--- src/rtl/stl_pkg.sv ---
`timescale 1ns / 1ps

package stl_pkg;

   localparam int POS_W       = 16;
   localparam int CH_W        = 8;
   localparam int KIND_W      = 3;
   localparam int CODE_W      = 5;
   localparam int KW_MAX_LEN  = 8;
   localparam int KW_IDX_W    = $clog2(KW_MAX_LEN);
   localparam int Q_DEPTH     = 4;
   localparam int Q_PTR_W     = $clog2(Q_DEPTH);
   localparam int Q_CNT_W     = $clog2(Q_DEPTH + 1);
   localparam int RSP_DATA_W  = 40;
   localparam int REQ_DATA_W  = 8;

   localparam logic [KIND_W-1:0] KIND_OP   = 3'd0;
   localparam logic [KIND_W-1:0] KIND_SPEC = 3'd1;
   localparam logic [KIND_W-1:0] KIND_KW   = 3'd2;
   localparam logic [KIND_W-1:0] KIND_NAME = 3'd3;
   localparam logic [KIND_W-1:0] KIND_ERR  = 3'd4;

   localparam logic [CODE_W-1:0] KW_IF       = 5'd0;
   localparam logic [CODE_W-1:0] KW_FOR      = 5'd1;
   localparam logic [CODE_W-1:0] KW_FUNCTION = 5'd2;
   localparam logic [CODE_W-1:0] KW_CLASS    = 5'd3;
   localparam logic [CODE_W-1:0] CODE_NONE   = 5'd0;

   localparam logic [CODE_W-1:0] OP_ADD    = 5'd0;
   localparam logic [CODE_W-1:0] OP_SUB    = 5'd1;
   localparam logic [CODE_W-1:0] OP_MUL    = 5'd2;
   localparam logic [CODE_W-1:0] OP_DIV    = 5'd3;
   localparam logic [CODE_W-1:0] OP_ASSIGN = 5'd4;
   localparam logic [CODE_W-1:0] OP_INC    = 5'd5;
   localparam logic [CODE_W-1:0] OP_DEC    = 5'd6;
   localparam logic [CODE_W-1:0] OP_ADD_EQ = 5'd7;
   localparam logic [CODE_W-1:0] OP_SUB_EQ = 5'd8;
   localparam logic [CODE_W-1:0] OP_MUL_EQ = 5'd9;
   localparam logic [CODE_W-1:0] OP_DIV_EQ = 5'd10;
   localparam logic [CODE_W-1:0] OP_AND    = 5'd11;
   localparam logic [CODE_W-1:0] OP_OR     = 5'd12;
   localparam logic [CODE_W-1:0] OP_NOT    = 5'd13;
   localparam logic [CODE_W-1:0] OP_GT     = 5'd14;
   localparam logic [CODE_W-1:0] OP_LT     = 5'd15;
   localparam logic [CODE_W-1:0] OP_GE     = 5'd16;
   localparam logic [CODE_W-1:0] OP_LE     = 5'd17;
   localparam logic [CODE_W-1:0] OP_NE     = 5'd18;
   localparam logic [CODE_W-1:0] OP_EQ     = 5'd19;

   localparam logic [CODE_W-1:0] SP_DOT     = 5'd0;
   localparam logic [CODE_W-1:0] SP_COMMA   = 5'd1;
   localparam logic [CODE_W-1:0] SP_LPAREN  = 5'd2;
   localparam logic [CODE_W-1:0] SP_RPAREN  = 5'd3;
   localparam logic [CODE_W-1:0] SP_LBRACK  = 5'd4;
   localparam logic [CODE_W-1:0] SP_RBRACK  = 5'd5;
   localparam logic [CODE_W-1:0] SP_LBRACE  = 5'd6;
   localparam logic [CODE_W-1:0] SP_RBRACE  = 5'd7;
   localparam logic [CODE_W-1:0] SP_ARROW   = 5'd8;
   localparam logic [CODE_W-1:0] SP_NEWLINE = 5'd9;

   typedef enum logic [5:0] {
      MODE_IDLE = 6'b000001,
      MODE_NAME = 6'b000010,
      MODE_OP   = 6'b000100,
      MODE_STR  = 6'b001000,
      MODE_ESC  = 6'b010000,
      MODE_SKIP = 6'b100000
   } mode_type;

   typedef struct packed {
      logic [KIND_W-1:0] kind;
      logic [CODE_W-1:0] code;
      logic [POS_W-1:0]  start;
      logic [POS_W-1:0]  len;
   } tok_type;

   typedef struct packed {
      logic              hit;
      logic [KIND_W-1:0] kind;
      logic [CODE_W-1:0] code;
   } match_type;

   typedef logic [KW_MAX_LEN-1:0][CH_W-1:0] name_buf_type;

   function automatic logic [POS_W-1:0] sat_inc(input logic [POS_W-1:0] v);
      sat_inc = (v == '1) ? v : v + POS_W'(1);
   endfunction

   function automatic logic name_first_char(input logic [CH_W-1:0] c);
      name_first_char = (c inside {[8'h41:8'h5A], [8'h61:8'h7A], 8'h24, 8'h5F});
   endfunction

   function automatic logic is_digit(input logic [CH_W-1:0] c);
      is_digit = (c inside {[8'h30:8'h39]});
   endfunction

   function automatic logic is_pair_prefix(input logic [CH_W-1:0] c);
      is_pair_prefix = (c inside {"+", "-", "*", "/", "&", "|", ">", "<", "!", "="});
   endfunction

   // one-character operators and specials, code from the OP_ and SP_ constants
   function automatic match_type single_match(input logic [CH_W-1:0] c);
      match_type m;
      m = '{hit: 1'b1, kind: KIND_OP, code: CODE_NONE};
      case (c)
         "+":     m.code = OP_ADD;
         "-":     m.code = OP_SUB;
         "*":     m.code = OP_MUL;
         "/":     m.code = OP_DIV;
         "=":     m.code = OP_ASSIGN;
         "!":     m.code = OP_NOT;
         ">":     m.code = OP_GT;
         "<":     m.code = OP_LT;
         ".":     begin m.kind = KIND_SPEC; m.code = SP_DOT; end
         ",":     begin m.kind = KIND_SPEC; m.code = SP_COMMA; end
         "(":     begin m.kind = KIND_SPEC; m.code = SP_LPAREN; end
         ")":     begin m.kind = KIND_SPEC; m.code = SP_RPAREN; end
         "[":     begin m.kind = KIND_SPEC; m.code = SP_LBRACK; end
         "]":     begin m.kind = KIND_SPEC; m.code = SP_RBRACK; end
         "{":     begin m.kind = KIND_SPEC; m.code = SP_LBRACE; end
         "}":     begin m.kind = KIND_SPEC; m.code = SP_RBRACE; end
         8'h0A:   begin m.kind = KIND_SPEC; m.code = SP_NEWLINE; end
         default: m.hit = 1'b0;
      endcase
      single_match = m;
   endfunction

   function automatic match_type pair_match(input logic [CH_W-1:0] a,
                                            input logic [CH_W-1:0] b);
      match_type m;
      m = '{hit: 1'b1, kind: KIND_OP, code: CODE_NONE};
      case ({a, b})
         {"+", "+"}: m.code = OP_INC;
         {"-", "-"}: m.code = OP_DEC;
         {"+", "="}: m.code = OP_ADD_EQ;
         {"-", "="}: m.code = OP_SUB_EQ;
         {"*", "="}: m.code = OP_MUL_EQ;
         {"/", "="}: m.code = OP_DIV_EQ;
         {"&", "&"}: m.code = OP_AND;
         {"|", "|"}: m.code = OP_OR;
         {">", "="}: m.code = OP_GE;
         {"<", "="}: m.code = OP_LE;
         {"!", "="}: m.code = OP_NE;
         {"=", "="}: m.code = OP_EQ;
         {"=", ">"}: begin m.kind = KIND_SPEC; m.code = SP_ARROW; end
         default:    m.hit = 1'b0;
      endcase
      pair_match = m;
   endfunction

   // name or keyword token from the buffered characters
   function automatic tok_type name_token(input name_buf_type c,
                                          input logic [POS_W-1:0] len,
                                          input logic [POS_W-1:0] start);
      tok_type t;
      t = '{kind: KIND_NAME, code: CODE_NONE, start: start, len: len};
      if (len == POS_W'(2) && c[0] == "i" && c[1] == "f") begin
         t.kind = KIND_KW; t.code = KW_IF;
      end else if (len == POS_W'(3) && c[0] == "f" && c[1] == "o" && c[2] == "r") begin
         t.kind = KIND_KW; t.code = KW_FOR;
      end else if (len == POS_W'(8) && c[0] == "f" && c[1] == "u" && c[2] == "n"
                   && c[3] == "c" && c[4] == "t" && c[5] == "i" && c[6] == "o"
                   && c[7] == "n") begin
         t.kind = KIND_KW; t.code = KW_FUNCTION;
      end else if (len == POS_W'(5) && c[0] == "c" && c[1] == "l" && c[2] == "a"
                   && c[3] == "s" && c[4] == "s") begin
         t.kind = KIND_KW; t.code = KW_CLASS;
      end
      name_token = t;
   endfunction

endpackage

--- src/rtl/script_token_lexer_unit.sv ---
`timescale 1ns / 1ps

// Streaming tokenizer for script expression text.
// req channel: one text byte per word in req_tdata, req_tlast on the final
// byte of an expression. rsp channel: one token per word, kind in rsp_tuser,
// code, start and length in rsp_tdata, rsp_tlast on the last token caused
// by an input byte. csr channel: writes base_position, always ready; write
// it only while no tokens are pending.
// Each byte is decided in the cycle it is accepted and its tokens (zero, one
// or two) are written into a four-entry result queue, which drives rsp from
// its head. A byte that yields two tokens is drained as two rsp words from
// one queue entry.
// Throughput: one byte per cycle while the queue has room; req_tready drops
// only when the queue holds four entries, i.e. when rsp has been stalled
// long enough, and returns as soon as an entry drains.
// Reset clears the scanner to idle between tokens, position and
// base_position to zero and empties the queue. A name or a possible
// two-character operator is held until the following byte decides it.
module script_token_lexer_unit (
   input  logic                              clock,
   input  logic                              reset,
   input  logic                              req_tvalid,
   output logic                              req_tready,
   input  logic [stl_pkg::REQ_DATA_W-1:0]    req_tdata,  // ch[7:0]
   input  logic                              req_tlast,
   output logic                              rsp_tvalid,
   input  logic                              rsp_tready,
   // token_code[4:0], start_pos[20:5], token_length[36:21], zero[39:37]
   output logic [stl_pkg::RSP_DATA_W-1:0]    rsp_tdata,
   output logic [stl_pkg::KIND_W-1:0]        rsp_tuser,  // token_kind[2:0]
   output logic                              rsp_tlast,
   input  logic                              csr_valid,
   output logic                              csr_ready,
   input  logic [stl_pkg::POS_W-1:0]         csr_data
);
   import stl_pkg::*;

   mode_type             mode_ff, mode_in;
   logic [POS_W-1:0]     base_ff;
   logic [POS_W-1:0]     start_ff, start_in;
   logic [POS_W-1:0]     len_ff, len_in;
   logic [POS_W-1:0]     pos_ff, pos_in;
   logic [CH_W-1:0]      quote_ff, quote_in;
   logic [CH_W-1:0]      pend_ff, pend_in;
   name_buf_type         name_ff;
   logic                 name_we;
   logic [KW_IDX_W-1:0]  name_wa;

   logic [CH_W-1:0]      ch;
   logic                 last;
   logic                 req_fire, rsp_fire;

   // start-of-token decision for the current byte
   mode_type             sc_mode;
   logic                 sc_emit;
   tok_type              sc_tok;
   logic                 sc_set_start, sc_len1, sc_name0, sc_quote, sc_pend;
   match_type            sc_single;

   match_type            pend_pair, pend_single;
   name_buf_type         name_view;
   logic [POS_W-1:0]     len_inc;

   logic                 r0_v, r1_v;
   tok_type              r0, r1;
   logic                 push;

   tok_type              q_r0_ff [Q_DEPTH];
   tok_type              q_r1_ff [Q_DEPTH];
   logic [Q_DEPTH-1:0]   q_two_ff;
   logic [Q_PTR_W-1:0]   wr_ptr_ff, rd_ptr_ff;
   logic [Q_CNT_W-1:0]   q_count_ff;
   logic                 sub_ff;
   logic                 pop;
   tok_type              head_tok;

   assign ch         = req_tdata[CH_W-1:0];
   assign last       = req_tlast;
   assign req_tready = (q_count_ff != Q_CNT_W'(Q_DEPTH));
   assign req_fire   = req_tvalid && req_tready;
   assign csr_ready  = 1'b1;

   assign sc_single   = single_match(ch);
   assign pend_pair   = pair_match(pend_ff, ch);
   assign pend_single = single_match(pend_ff);
   assign len_inc     = sat_inc(len_ff);

   always_comb begin
      sc_mode      = MODE_IDLE;
      sc_emit      = 1'b0;
      sc_tok       = '{kind: KIND_ERR, code: CODE_NONE, start: pos_ff, len: POS_W'(1)};
      sc_set_start = 1'b0;
      sc_len1      = 1'b0;
      sc_name0     = 1'b0;
      sc_quote     = 1'b0;
      sc_pend      = 1'b0;
      if (ch == " " || is_digit(ch)) begin
         sc_mode = MODE_IDLE;
      end else if (sc_single.hit || is_pair_prefix(ch)) begin
         if (!last && is_pair_prefix(ch)) begin
            sc_mode      = MODE_OP;
            sc_pend      = 1'b1;
            sc_set_start = 1'b1;
         end else if (sc_single.hit) begin
            sc_emit     = 1'b1;
            sc_tok.kind = sc_single.kind;
            sc_tok.code = sc_single.code;
         end else begin
            // lone ampersand or bar at the end of text
            sc_emit = 1'b1;
            sc_mode = MODE_SKIP;
         end
      end else if (name_first_char(ch)) begin
         sc_set_start = 1'b1;
         sc_len1      = 1'b1;
         sc_name0     = 1'b1;
         sc_mode      = MODE_NAME;
         if (last) begin
            sc_emit     = 1'b1;
            sc_tok.kind = KIND_NAME;
         end
      end else if (ch == 8'h22 || ch == 8'h27) begin
         sc_set_start = 1'b1;
         sc_len1      = 1'b1;
         sc_quote     = 1'b1;
         sc_mode      = MODE_STR;
         if (last) begin
            sc_emit = 1'b1;
            sc_mode = MODE_SKIP;
         end
      end else begin
         sc_emit = 1'b1;
         sc_mode = MODE_SKIP;
      end
   end

   // buffered name as it reads after this byte is appended
   always_comb begin
      for (int j = 0; j < KW_MAX_LEN; j++) begin
         name_view[j] = (len_ff == POS_W'(j)) ? ch : name_ff[j];
      end
   end

   always_comb begin
      mode_in  = mode_ff;
      start_in = start_ff;
      len_in   = len_ff;
      quote_in = quote_ff;
      pend_in  = pend_ff;
      name_we  = 1'b0;
      name_wa  = '0;
      r0_v     = 1'b0;
      r1_v     = 1'b0;
      r0       = sc_tok;
      r1       = sc_tok;

      case (mode_ff)
         MODE_NAME: begin
            if (name_first_char(ch) || is_digit(ch)) begin
               if (len_ff < POS_W'(KW_MAX_LEN)) begin
                  name_we = 1'b1;
                  name_wa = len_ff[KW_IDX_W-1:0];
               end
               len_in = len_inc;
               if (last) begin
                  r0_v = 1'b1;
                  r0   = name_token(name_view, len_inc, start_ff);
               end
            end else begin
               r0_v    = 1'b1;
               r0      = name_token(name_ff, len_ff, start_ff);
               r1_v    = sc_emit;
               mode_in = sc_mode;
            end
         end
         MODE_OP: begin
            if (pend_pair.hit) begin
               r0_v    = 1'b1;
               r0      = '{kind: pend_pair.kind, code: pend_pair.code,
                           start: start_ff, len: POS_W'(2)};
               mode_in = MODE_IDLE;
            end else if (pend_single.hit) begin
               r0_v    = 1'b1;
               r0      = '{kind: pend_single.kind, code: pend_single.code,
                           start: start_ff, len: POS_W'(1)};
               r1_v    = sc_emit;
               mode_in = sc_mode;
            end else begin
               r0_v    = 1'b1;
               r0      = '{kind: KIND_ERR, code: CODE_NONE, start: start_ff,
                           len: POS_W'(1)};
               mode_in = MODE_SKIP;
            end
         end
         MODE_STR, MODE_ESC: begin
            len_in = len_inc;
            if (mode_ff == MODE_ESC) begin
               mode_in = MODE_STR;
            end else if (ch == 8'h5C) begin
               mode_in = MODE_ESC;
            end else if (ch == quote_ff) begin
               mode_in = MODE_IDLE;
            end
            if (last && mode_in != MODE_IDLE) begin
               // unterminated string, reported at the opening quote
               r0_v = 1'b1;
               r0   = '{kind: KIND_ERR, code: CODE_NONE, start: start_ff, len: len_inc};
            end
         end
         MODE_SKIP: begin
            mode_in = MODE_SKIP;
         end
         default: begin
            r0_v    = sc_emit;
            mode_in = sc_mode;
         end
      endcase

      // start-of-token side effects only when the byte reached the start path
      if ((mode_ff == MODE_IDLE) || (mode_ff == MODE_NAME && r0_v && !(last &&
          (name_first_char(ch) || is_digit(ch)))) || (mode_ff == MODE_OP &&
          !pend_pair.hit && pend_single.hit)) begin
         if (sc_set_start) start_in = pos_ff;
         if (sc_len1)      len_in   = POS_W'(1);
         if (sc_quote)     quote_in = ch;
         if (sc_pend)      pend_in  = ch;
         if (sc_name0) begin
            name_we = 1'b1;
            name_wa = '0;
         end
      end

      if (last) begin
         mode_in  = MODE_IDLE;
         start_in = '0;
         len_in   = '0;
         quote_in = '0;
         pend_in  = '0;
         pos_in   = '0;
      end else begin
         pos_in   = sat_inc(pos_ff);
      end
   end

   assign push = req_fire && r0_v;

   always_ff @(posedge clock) begin
      if (reset) begin
         mode_ff  <= MODE_IDLE;
         base_ff  <= '0;
         start_ff <= '0;
         len_ff   <= '0;
         pos_ff   <= '0;
         quote_ff <= '0;
         pend_ff  <= '0;
      end else begin
         if (csr_valid && csr_ready) begin
            base_ff <= csr_data;
         end
         if (req_fire) begin
            mode_ff  <= mode_in;
            start_ff <= start_in;
            len_ff   <= len_in;
            pos_ff   <= pos_in;
            quote_ff <= quote_in;
            pend_ff  <= pend_in;
         end
      end
   end

   always_ff @(posedge clock) begin
      if (req_fire && name_we) begin
         name_ff[name_wa] <= ch;
      end
   end

   // result queue: one entry per token-producing byte, holding one or two tokens
   assign head_tok   = sub_ff ? q_r1_ff[rd_ptr_ff] : q_r0_ff[rd_ptr_ff];
   assign rsp_tvalid = (q_count_ff != '0);
   assign rsp_tuser  = head_tok.kind;
   assign rsp_tdata  = RSP_DATA_W'({head_tok.len, head_tok.start, head_tok.code});
   assign rsp_tlast  = sub_ff || !q_two_ff[rd_ptr_ff];
   assign rsp_fire   = rsp_tvalid && rsp_tready;
   assign pop        = rsp_fire && rsp_tlast;

   always_ff @(posedge clock) begin
      if (push) begin
         q_r0_ff[wr_ptr_ff] <= '{kind: r0.kind, code: r0.code,
                                 start: base_ff + r0.start, len: r0.len};
         q_r1_ff[wr_ptr_ff] <= '{kind: r1.kind, code: r1.code,
                                 start: base_ff + r1.start, len: r1.len};
      end
   end

   always_ff @(posedge clock) begin
      if (reset) begin
         wr_ptr_ff  <= '0;
         rd_ptr_ff  <= '0;
         q_count_ff <= '0;
         q_two_ff   <= '0;
         sub_ff     <= 1'b0;
      end else begin
         if (push) begin
            q_two_ff[wr_ptr_ff] <= r1_v;
            wr_ptr_ff           <= wr_ptr_ff + Q_PTR_W'(1);
         end
         if (pop) begin
            rd_ptr_ff <= rd_ptr_ff + Q_PTR_W'(1);
            sub_ff    <= 1'b0;
         end else if (rsp_fire) begin
            sub_ff <= 1'b1;
         end
         if (push && !pop) begin
            q_count_ff <= q_count_ff + Q_CNT_W'(1);
         end else if (pop && !push) begin
            q_count_ff <= q_count_ff - Q_CNT_W'(1);
         end
      end
   end

   a_queue_bound: assert property (@(posedge clock) disable iff (reset)
      q_count_ff <= Q_CNT_W'(Q_DEPTH))
      else $error("result queue count beyond depth");

   a_skip_silent: assert property (@(posedge clock) disable iff (reset)
      req_fire && mode_ff == MODE_SKIP |-> !push)
      else $error("token produced while skipping after an error");

   a_end_resets: assert property (@(posedge clock) disable iff (reset)
      req_fire && req_tlast |=> mode_ff == MODE_IDLE && pos_ff == '0)
      else $error("scanner not back to idle after end of text");

   a_second_only_pairs: assert property (@(posedge clock) disable iff (reset)
      sub_ff |-> rsp_tvalid && q_two_ff[rd_ptr_ff])
      else $error("second token shown for a single-token entry");

   a_second_needs_first: assert property (@(posedge clock) disable iff (reset)
      req_fire && r1_v |-> r0_v)
      else $error("second token without a first");

endmodule

--- config.mk ---
export PLATFORM = sky130hd
export DESIGN_NAME = script_token_lexer_unit
export DESIGN_NICKNAME = d
export VERILOG_FILES = /design/src/rtl/stl_pkg.sv /design/src/rtl/script_token_lexer_unit.sv
export SDC_FILE = /design/constraint.sdc
export NUM_CORES = 1
export LEC_CHECK = 0
export BUFFER_PORTS_ARGS = -buffer_cell sky130_fd_sc_hd__buf_4
export CAP_MARGIN = 0
export CORE_ASPECT_RATIO = 1.25
export CORE_MARGIN = 3
export CORE_UTILIZATION = 38
export DETAILED_ROUTE_END_ITERATION = 6
export PLACE_DENSITY = 0.6
export SLEW_MARGIN = 20
export SYNTH_ARGS = -nofsm -noshare
export SYNTH_HDL_FRONTEND = slang
export SYNTH_SLANG_ARGS = --single-unit
--- constraint.sdc ---
create_clock -name clock -period 5.1 [get_ports clock]
set_input_delay 0.51 -clock clock [delete_from_list [all_inputs] [get_ports clock]]
set_output_delay 0.51 -clock clock [all_outputs]
set_load 0.02 [all_outputs]
# Word level (Yosys, flattened, before mapping)
# Memories as Yosys holds them, arrays and structs flattened. A register that Yosys moved wholly into a read port is not among the register bits.
# Cells that the tools add are included.
op_classes:
  n_addsub: 8
  n_lt_le_gt_ge: 12
  eq_ne: 114
  mux: 125
  reduce_logical: 98
ops:
  columns: ["op", "count"]
  rows:
  - ["$eq 8x7->1 const B", 45]
  - ["$mux 40", 6]
  - ["$eq 8x6->1 const B", 29]
  - ["$eq 16x14->1 const B", 12]
  - ["$mux 16", 10]
  - ["$mux 8", 18]
  - ["$mux 6", 22]
  - ["$pmux 40 s3", 1]
  - ["$pmux 4 s11", 2]
  - ["$eq 16x3->1 const B", 5]
  - ["$bwmux 64", 1]
  - ["$eq 16x2->1 const B", 4]
  - ["$pmux 5 s12", 1]
  - ["$logic_and 1x1->1", 55]
  - ["$mux 1", 41]
  - ["$reduce_or 17->1", 2]
  - ["$add 16x1->16 const B", 2]
  - ["$add 16x16->16", 2]
  - ["$eq 16x16->1 const B", 2]
  - ["$eq 16x4->1 const B", 2]
  - ["$pmux 16 s2", 1]
  - ["$mux 3", 10]
  - ["$demux 8 s3", 1]
  - ["$pmux 6 s4", 1]
  - ["44 further kinds", 82]
word_totals:
  register_bits: 162
  ramBits: 256
  inputBits: 30
  output_inout_bits: 47
  elab_cells: 379
  n_memories: 2
mem_list:
  columns: ["name", "words", "word_bits", "rd", "rd_clocked_by_memory_dff", "wr", "line_no", "rtl"]
  rows:
  - ["q_r0_ff", 4, 40, 1, 1, 1, "script_token_lexer_unit.sv:68", "tok_type q_r0_ff [Q_DEPTH];"]
  - ["q_r1_ff", 4, 24, 1, 1, 1, "script_token_lexer_unit.sv:69", "tok_type q_r1_ff [Q_DEPTH];"]

# Longest topological paths before layout
# Gate-level depths: netlist of run 1.
logic_depth:
  depth_word: 19
  ltp_mapped: 21
  depth_no_buf: 18

# Least setup slack after synthesis of run 1
# Ideal clock, no wire load.
synth_path:
  kind: "input port to flip-flop"
  from: "input req_tdata[3] (netlist name)"
  to: "memory q_r0_ff[0][0] (netlist name), enable pin"
  setup_ns: 0.487
  arrival_ns: 4.997
  required_time_ns: 4.613
  setup_slack_ns: -0.384
  cell_stages: 8
  path_buffers: 1
  path_cell_list: "buf_2 -> nor2_1 -> nand2_1 -> a211oi_1 -> o21ai_0 -> o21ai_0 -> a311oi_4 -> nor2_1"
synth_between:
  elab_chain_cells: 12
  elab_cells_between_ends: 61
  classes_between: "6 x order compare; 27 x eq/ne; 15 x mux; 13 x reduce/logical"
synth_lines:
  columns: ["element", "line_no", "rtl"]
  rows:
  - ["start: declaration", "script_token_lexer_unit.sv:24", "input logic [stl_pkg::REQ_DATA_W-1:0] req_tdata,"]
  - ["$eq 8x8->1", "script_token_lexer_unit.sv:201", "end else if (ch == quote_ff) begin"]
  - ["$mux 6", "script_token_lexer_unit.sv:201", null]
  - ["$mux 6", "script_token_lexer_unit.sv:199", "end else if (ch == 8'h5C) begin"]
  - ["$mux 6", "script_token_lexer_unit.sv:197", "if (mode_ff == MODE_ESC) begin"]
  - ["$mux 6", "script_token_lexer_unit.sv:157", "case (mode_ff)"]
  - ["$ne 6x1->1", "script_token_lexer_unit.sv:204", "if (last && mode_in != MODE_IDLE) begin"]
  - ["$logic_and 1x1->1", "script_token_lexer_unit.sv:204", null]
  - ["$mux 1", "script_token_lexer_unit.sv:204", null]
  - ["$pmux 1 s4 *", "script_token_lexer_unit.sv:157", null]
  - ["$logic_and 1x1->1 *", "script_token_lexer_unit.sv:245", "assign push = req_fire && r0_v;"]
  - ["$mux 1 *", "script_token_lexer_unit.sv:287", "if (push) begin"]
  - ["$mux 1 (implied by the code) *", "script_token_lexer_unit.sv:288", "q_r0_ff[wr_ptr_ff] <= '{kind: r0.kind, code: r0.code,"]
  - ["end: declaration", "script_token_lexer_unit.sv:68", null]
# Every way passes the cells marked *; elsewhere a longest branch is shown, timed or not. The select of a mux whose other input is x is not followed.

# Final worst setup path of run 1
layout_path:
  from: "register mode_ff[2]"
  to: "memory q_r0_ff[0][30] (netlist name) (data pin)"
layout_between:
  elab_chain_cells: 9
  elab_cells_between_ends: 14
  classes_between: "1 x add/sub; 5 x eq/ne; 6 x mux; 2 x reduce/logical"
layout_lines:
  columns: ["element", "line_no", "rtl"]
  rows:
  - ["start: declaration", "script_token_lexer_unit.sv:38", "mode_type mode_ff, mode_in;"]
  - ["start signal: assignment", "script_token_lexer_unit.sv:261", "mode_ff <= mode_in;"]
  - ["$mux 6", "script_token_lexer_unit.sv:201", null]
  - ["$mux 6", "script_token_lexer_unit.sv:199", null]
  - ["$mux 6", "script_token_lexer_unit.sv:197", null]
  - ["$mux 6", "script_token_lexer_unit.sv:157", null]
  - ["$ne 6x1->1", "script_token_lexer_unit.sv:204", null]
  - ["$logic_and 1x1->1", "script_token_lexer_unit.sv:204", null]
  - ["$mux 40", "script_token_lexer_unit.sv:204", null]
  - ["$pmux 40 s3 *", "script_token_lexer_unit.sv:157", null]
  - ["$add 16x16->16 *", "script_token_lexer_unit.sv:289", "start: base_ff + r0.start, len: r0.len};"]
# Marks and branches as above.

==> results.py, run 1 <==
metrics = {
    "sta": {
        "fin_skew_ns": 0.01594,
        "setup_viol": 0,
        "drv_slew": 0,
        "timing.fmax_mhz": 212.2,
        "tightest_slew_ns": 1.138,
        "finalCritPeriodShare": 0.9239,
        "rsz0062_at_grt": "false",
        "min_period_ns": 4.712,
        "whs_ns": 0.1737,
        "hold_viol_final": 0,
        "max_slew_margin": 0.2318,
    },
    "floorplanning": {
        "rows": 96,
        "start_util": 0.3857,
        "core_area_um2": 55010,
        "floorplan.die_area_um2": 58730,
        "die_x_um": 217.4,
        "die_height_um": 270.2,
        "io_pins": 77,
    },
    "detailed_routing": {
        "wl_um": 56280,
        "dr.pass1.iters": 5,
        "drc_errors": 0,
        "avgViaCountPerCell": 5.752,
        "wire_per_inst_um": 21.69,
        "ant_nets": 0,
        "num_vias": 14927,
        "drtIter0Drc": 1128,
    },
    "clock_tree": {
        "clk_latency_ns": 0.58,
        "numCtsBuffers": 44,
        "cts_buffer_depth": 3,
        "cts_tree": "built",
        "cts.sink_count": 416,
        "root_buffer": "clkbuf_16",
        "postCtsHoldBufs": 0,
        "htreeDepth": 2,
        "clkTransAtPathRegs_ns": 0.06,
    },
    "critical_path": {
        "cp.required_ns": 5.43,
        "start_kind": "flop",
        "end_kind": "flop",
        "worstSetupPathType": "reg -> reg",
        "crit_fanout": 7,
        "crit_arrival_ns": 5.04,
    },
    "synth": {
        "netlist_area_um2": 21220,
        "syn_inst": 1753,
        "avgSynthCellArea_um2": 12.10,
        "ys_ff_latch": 416,
        "ys_seq_area_frac": 0.5416,
        "ys_async_sr_fraction": 0,
        "yosys_warnings": 0,
        "synth_ff_type": "edfxtp_1",
        "synth_enable_flop_cells": 316,
        "synth_cell_types": 96,
    },
    "power": {
        "power_density_nw_per_um2": 369.2,
        "total_power_mw": 8.927,
        "p_leak_nw": 8.229,
        "vdd_ir_drop_max_mv": 0.4121,
    },
    "layout": {
        "syn_to_final_growth_pct": 13.96,
        "final_util": 0.4395,
        "final_cell_mix": "edfxtp_1, nor2_1, buf_4",
        "antenna_cells": 0,
        "num-fill-cells": 5152,
        "drive_gt1_frac": 0.1887,
        "ff_latch_area_um2": 11500,
        "multi_input_area_um2": 9165,
        "final_common_cell": "edfxtp_1",
        "final_cells": 2595,
        "layout.nets": 1901,
    },
    "place": {
        "io_buffers": 72,
        "hpwl_um": 38670,
        "gp_routability_congestion": 0.9330,
        "placed_cells": 2515,
    },
    "global_route": {
        "grt_pass1_wl_um": 87600,
        "grt_pass1_vias": 15032,
        "grt_start_max_net_pins": 65,
        "antenna_found_initial": 0,
        "grt_overflow": 0,
        "grt_usage": 0.1894,
    },
    "hold_path": {
        "hp-class": "in -> reg",
    },
    "job": {
        "cap_viol_max_count": 0,
    },
    "run_status": {
        "status": "completed",
    },
}
critical path, cell delays in order (launching register included):
cell and delay (ns):
dfxtp_1 0.37, or3_4 0.43, nor4b_4 0.29, a21oi_1 0.12
o311ai_4 0.36, nand2_1 0.17, nor2_4 0.25, mux2_2 0.37
ha_1 0.22, inv_1 0.08, fa_1 0.20, nor2b_1 0.06
o21a_1 0.19, o21ai_0 0.16, nand2b_1 0.09, a31o_2 0.26
a31oi_1 0.18, buf_4 0.14, a21oi_1 0.10, o311ai_1 0.44
sequential cells by signal, summed over array words and instances, names as in the netlist, named ones only:
register,count
pos_ff,16
len_ff,16
q_r0_ff,160
q_count_ff,3
mode_ff,6
rd_ptr_ff,2
wr_ptr_ff,2
quote_ff,8
pend_ff,8
q_r1_ff,92
sub_ff,1
start_ff,16
q_two_ff,4
base_ff,16
name_ff,64
power breakdown:
part / total (mW) / switching, mW / internal (mW) / leakage, nW
clock: 3.17 / 1.34 / 1.82 / 0.696
combinational: 1.81 / 1.00 / 0.808 / 3.81
sequential: 3.95 / 0.0856 / 3.87 / 3.72
total: 8.93 / 2.43 / 6.50 / 8.23
per-layer routing:
layer  part of all wire  track usage  wire [um]
met4              0.036      0.06629       1999
met1               0.42       0.2395      23560
met3              0.053      0.03117       2963
met5                  0            0          0
met2               0.49       0.3283      27760
kinds of logic after synthesis:
| family | Yosys count | synth area share |
|---|---|---|
| XOR/XNOR | 56 | 0.02312 |
| other | 2 | 0.0003539 |
| multiplexers | 139 | 0.1058 |
| adder cells (fa/ha/maj) | 45 | 0.02760 |
| buffers and inverters | 142 | 0.02919 |
| flip-flops | 416 | 0.5416 |
| AO/OA/AOI/OAI | 349 | 0.1086 |
| AND/OR/NAND/NOR | 604 | 0.1638 |
per-stage QoR:
stage / setup TNS (ns) / area (um2) / worst slack (ns)
2_1_floorplan: -98.18 / 21230 / -0.3839
3_3_place_gp: 0 / 22760 / 0.03973
3_5_place_dp: 0 / 22760 / 0.01375
4_1_cts: 0 / 24170 / 0.3361
5_1_grt: 0 / 24180 / 0.03093
6_report: 0 / 24180 / 0.3880
timing repair:
item	CTS	global route
buffers inserted	0	0
setup endpoints to repair	0	8
gates resized for setup	0	1
endpoints found under the hold margin	0	0
Yosys cell counts, types with 33 or more instances:
master / number / share of area
nor3_1: 45 / 0.011
mux4_2: 64 / 0.068
mux2i_1: 33 / 0.016
a21oi_1: 96 / 0.023
o21ai_0: 81 / 0.019
ha_1: 42 / 0.025
inv_1: 35 / 0.0062
nand3_1: 37 / 0.0087
mux2_2: 42 / 0.022
nand2_1: 100 / 0.018
nor2_1: 144 / 0.025
edfxtp_1: 316 / 0.45
dfxtp_1: 100 / 0.094
nor2b_1: 38 / 0.011
clkbuf_1: 68 / 0.012
layout make-up:
class                   instances  area share
repair buffers                131     0.04326
clock inverters                21    0.009055
multi-input cells            1197      0.3790
flip-flops and latches        416      0.4755
clock buffers                  59     0.04957
inverters                      36    0.005588
well taps                     735     0.03803
final timing paths:
kind	from	endpoint	slack [ns]	depth (start not counted)
max	mode_ff[2]	q_r0_ff[0][30]	0.39	19
min	csr_data[4]	base_ff[4]	0.17	3
max reg2reg	mode_ff[2]	q_r0_ff[0][30]	0.39	19
min reg2reg	q_two_ff[1]	q_two_ff[1]	0.46	2
(Power assumes the default switching activity.)
==> run 2: changes to the inputs <==
--- a/config.mk
+++ b/config.mk
@@ -11,7 +11,7 @@
 export CORE_MARGIN = 3
 export CORE_UTILIZATION = 38
 export DETAILED_ROUTE_END_ITERATION = 6
-export PLACE_DENSITY = 0.6
+export PLACE_DENSITY = 0.58
 export SLEW_MARGIN = 20
 export SYNTH_ARGS = -nofsm -noshare
 export SYNTH_HDL_FRONTEND = slang
==> constraint.sdc (replaced) <==
create_clock -name clock -period 6 [get_ports clock]
set_input_delay 0.6 -clock clock [delete_from_list [all_inputs] [get_ports clock]]
set_output_delay 0.6 -clock clock [all_outputs]
set_load 0.02 [all_outputs]
==> run 2 against run 1 <==
Total power fell by 14%. Design area fell by 0.52%. Sequential power fell by 13%. Count of clock-buffer cells in the layout fell by 8. Global-route usage barely moved. Non-clock buffer count fell by 24. Hold slack improved by 0.089 ns.
==> results.py, run 2 (synthesis gave the netlist of run 1 again) <==
metrics = {
    "critical_path": {
        "r2r-start": "mode_ff[2]",
        "start_kind": "flop",
        "reg2regPathDepth": 19,
        "worstSetupPathType": "reg -> reg",
        "crit_fanout": 7,
        "cp-startpoint": "mode_ff[2]",
        "cp.required_ns": 6.28,
        "reg2reg_slack_ns": 0.86,
        "r2r_end": "q_r0_ff[0][30]",
        "crit_arrival_ns": 5.43,
        "crit_slowest_cell": "o311ai_0",
        "crit_end": "q_r0_ff[0][30]",
        "crit_top_cell": "a21oi_1",
        "worstPathCellList": "or3_4 -> nor4b_4 -> buf_4 -> a21oi_1 -> o311ai_4 -> nand2_1 -> nor2_4 -> mux2_2 -> ha_1 -> inv_1 -> fa_1 -> nor2b_1 -> o21a_1 -> o21ai_0 -> nand2b_1 -> a31o_2 -> a31oi_1 -> a21oi_1 -> o311ai_0",
        "cpPeakStageDelay_ns": 0.63,
        "end_kind": "flop",
    },
    "clock_tree": {
        "htreeDepth": 2,
        "numCtsBuffers": 43,
        "cts_tree": "built",
        "clkTransAtPathRegs_ns": 0.07,
        "cts.sink_count": 416,
        "cts_resized": 0,
        "postCtsHoldBufs": 0,
        "root_buffer": "clkbuf_16",
        "clk_latency_ns": 0.59,
        "post_cts.repair.setup_buffers": 0,
        "cts_buffer_depth": 3,
    },
    "floorplanning": {
        "floorplan.die_area_um2": 58730,
        "rows": 96,
        "io_pins": 77,
        "die_height_um": 270.2,
        "die_x_um": 217.4,
        "start_util": 0.3857,
        "core_area_um2": 55010,
    },
    "place": {
        "gp_routability_congestion": 0.9771,
        "hpwl_um": 38890,
        "placed_cells": 2491,
        "io_buffers": 72,
        "post-place-ws_ns": 0.4182,
        "placed_area_um2": 22560,
    },
    "global_route": {
        "grt_usage": 0.1897,
        "grt_pass1_wl_um": 87610,
        "antenna_found_initial": 1,
        "grt_pass1_vias": 14888,
        "grt_overflow": 0,
        "grt_start_max_net_pins": 66,
    },
    "hold_path": {
        "hp-class": "in -> reg",
    },
    "layout": {
        "layout.nets": 1876,
        "final_cells": 2572,
        "ff_latch_area_um2": 11500,
        "largest_register_ffs": 160,
        "largestRegisters": "q_r0_ff (160), q_r1_ff (92), name_ff (64)",
        "num-fill-cells": 5133,
        "multi_input_area_um2": 9178,
        "largest-register": "q_r0_ff",
        "drive_gt1_frac": 0.1846,
        "final_cell_mix": "edfxtp_1, nor2_1, buf_4",
        "final_area_um2": 24060,
        "final_common_cell": "edfxtp_1",
        "syn_to_final_growth_pct": 13.37,
    },
    "detailed_routing": {
        "wl_um": 56050,
        "dr.pass1.iters": 6,
        "avgViaCountPerCell": 5.794,
        "drtIter0Drc": 1252,
        "wire_per_inst_um": 21.79,
        "ant_nets": 0,
        "drc_errors": 0,
        "num_vias": 14902,
    },
    "sta": {
        "fin_ws_ns": 0.8580,
        "min_period_ns": 5.142,
        "rsz0062_at_grt": "false",
        "drv_slew": 0,
        "setup_viol": 0,
        "finalCritPeriodShare": 0.8570,
        "finalSetupTns_ns": 0,
        "max_slew_margin": 0.2390,
        "tightest_slew_ns": 1.127,
        "whs_ns": 0.2624,
        "fin_skew_ns": 0.02401,
        "hold_viol_final": 0,
        "timing.fmax_mhz": 194.5,
    },
    "power": {
        "power_density_nw_per_um2": 318.8,
        "vdd_ir_drop_max_mv": 0.2517,
        "p_leak_nw": 8.140,
    },
    "run_status": {
        "status": "completed",
    },
    "job": {
        "cap_viol_max_count": 0,
    },
}
run 2: critical path, delay by kind of cell (launching register included):
| kind | cells | cell delay [ns] |
|---|---|---|
| AOI/OAI and AO/OA | 8 | 2.08 |
| adders and majority gates | 2 | 0.42 |
| buffers and inverters | 2 | 0.28 |
| DFF | 1 | 0.37 |
| muxes | 1 | 0.37 |
| and+or+nand+nor | 6 | 1.33 |
run 2: through the flow:
| step | power [mW] | util |
|---|---|---|
| finish | 7.670 | 0.4373 |
| global route | 8.006 | 0.4373 |
| global placement | 4.949 | 0.4099 |
| floorplan | 4.448 | - |
| CTS | 7.779 | 0.4370 |
| detailed placement | 4.964 | 0.4100 |
run 2: final cells by class:
| type | count | area share |
|---|---|---|
| antenna | 1 | 0.0001040 |
| tap | 735 | 0.03823 |
| timing repair buffer | 107 | 0.03495 |
| clock buffer | 51 | 0.04723 |
| sequential | 416 | 0.4779 |
| multi-input combinational | 1197 | 0.3815 |
| inverter | 36 | 0.005617 |
| clock inverter | 29 | 0.01441 |
run 2: how the worst min path moves through the flow:
stage | start | endpoint | slack (ns) | cells after the start
detailed placement | q_two_ff[0] | q_two_ff[0] | 0.45 | 2
global placement | q_two_ff[0] | q_two_ff[0] | 0.44 | 2
floorplan | q_two_ff[2] | q_two_ff[2] | 0.43 | 2
finish | csr_data[7] | base_ff[7] | 0.26 | 3
global route | csr_data[7] | base_ff[7] | 0.25 | 3
CTS | csr_data[7] | base_ff[7] | 0.23 | 3
run 2: per-layer routing:
layer / vias up / share of wire / GRT usage
met3: 96 / 0.048 / 0.02768
met5: - / 0 / 0
met4: 0 / 0.030 / 0.06045
met1: 7457 / 0.43 / 0.2450
li1: 6877 / - / -
met2: 472 / 0.50 / 0.3284
run 2: power by group:
group / leakage (nW) / switching, mW / internal, mW
Sequential: 3.72 / 0.136 / 3.29
Clock: 0.722 / 1.19 / 1.61
Combinational: 3.69 / 0.780 / 0.672
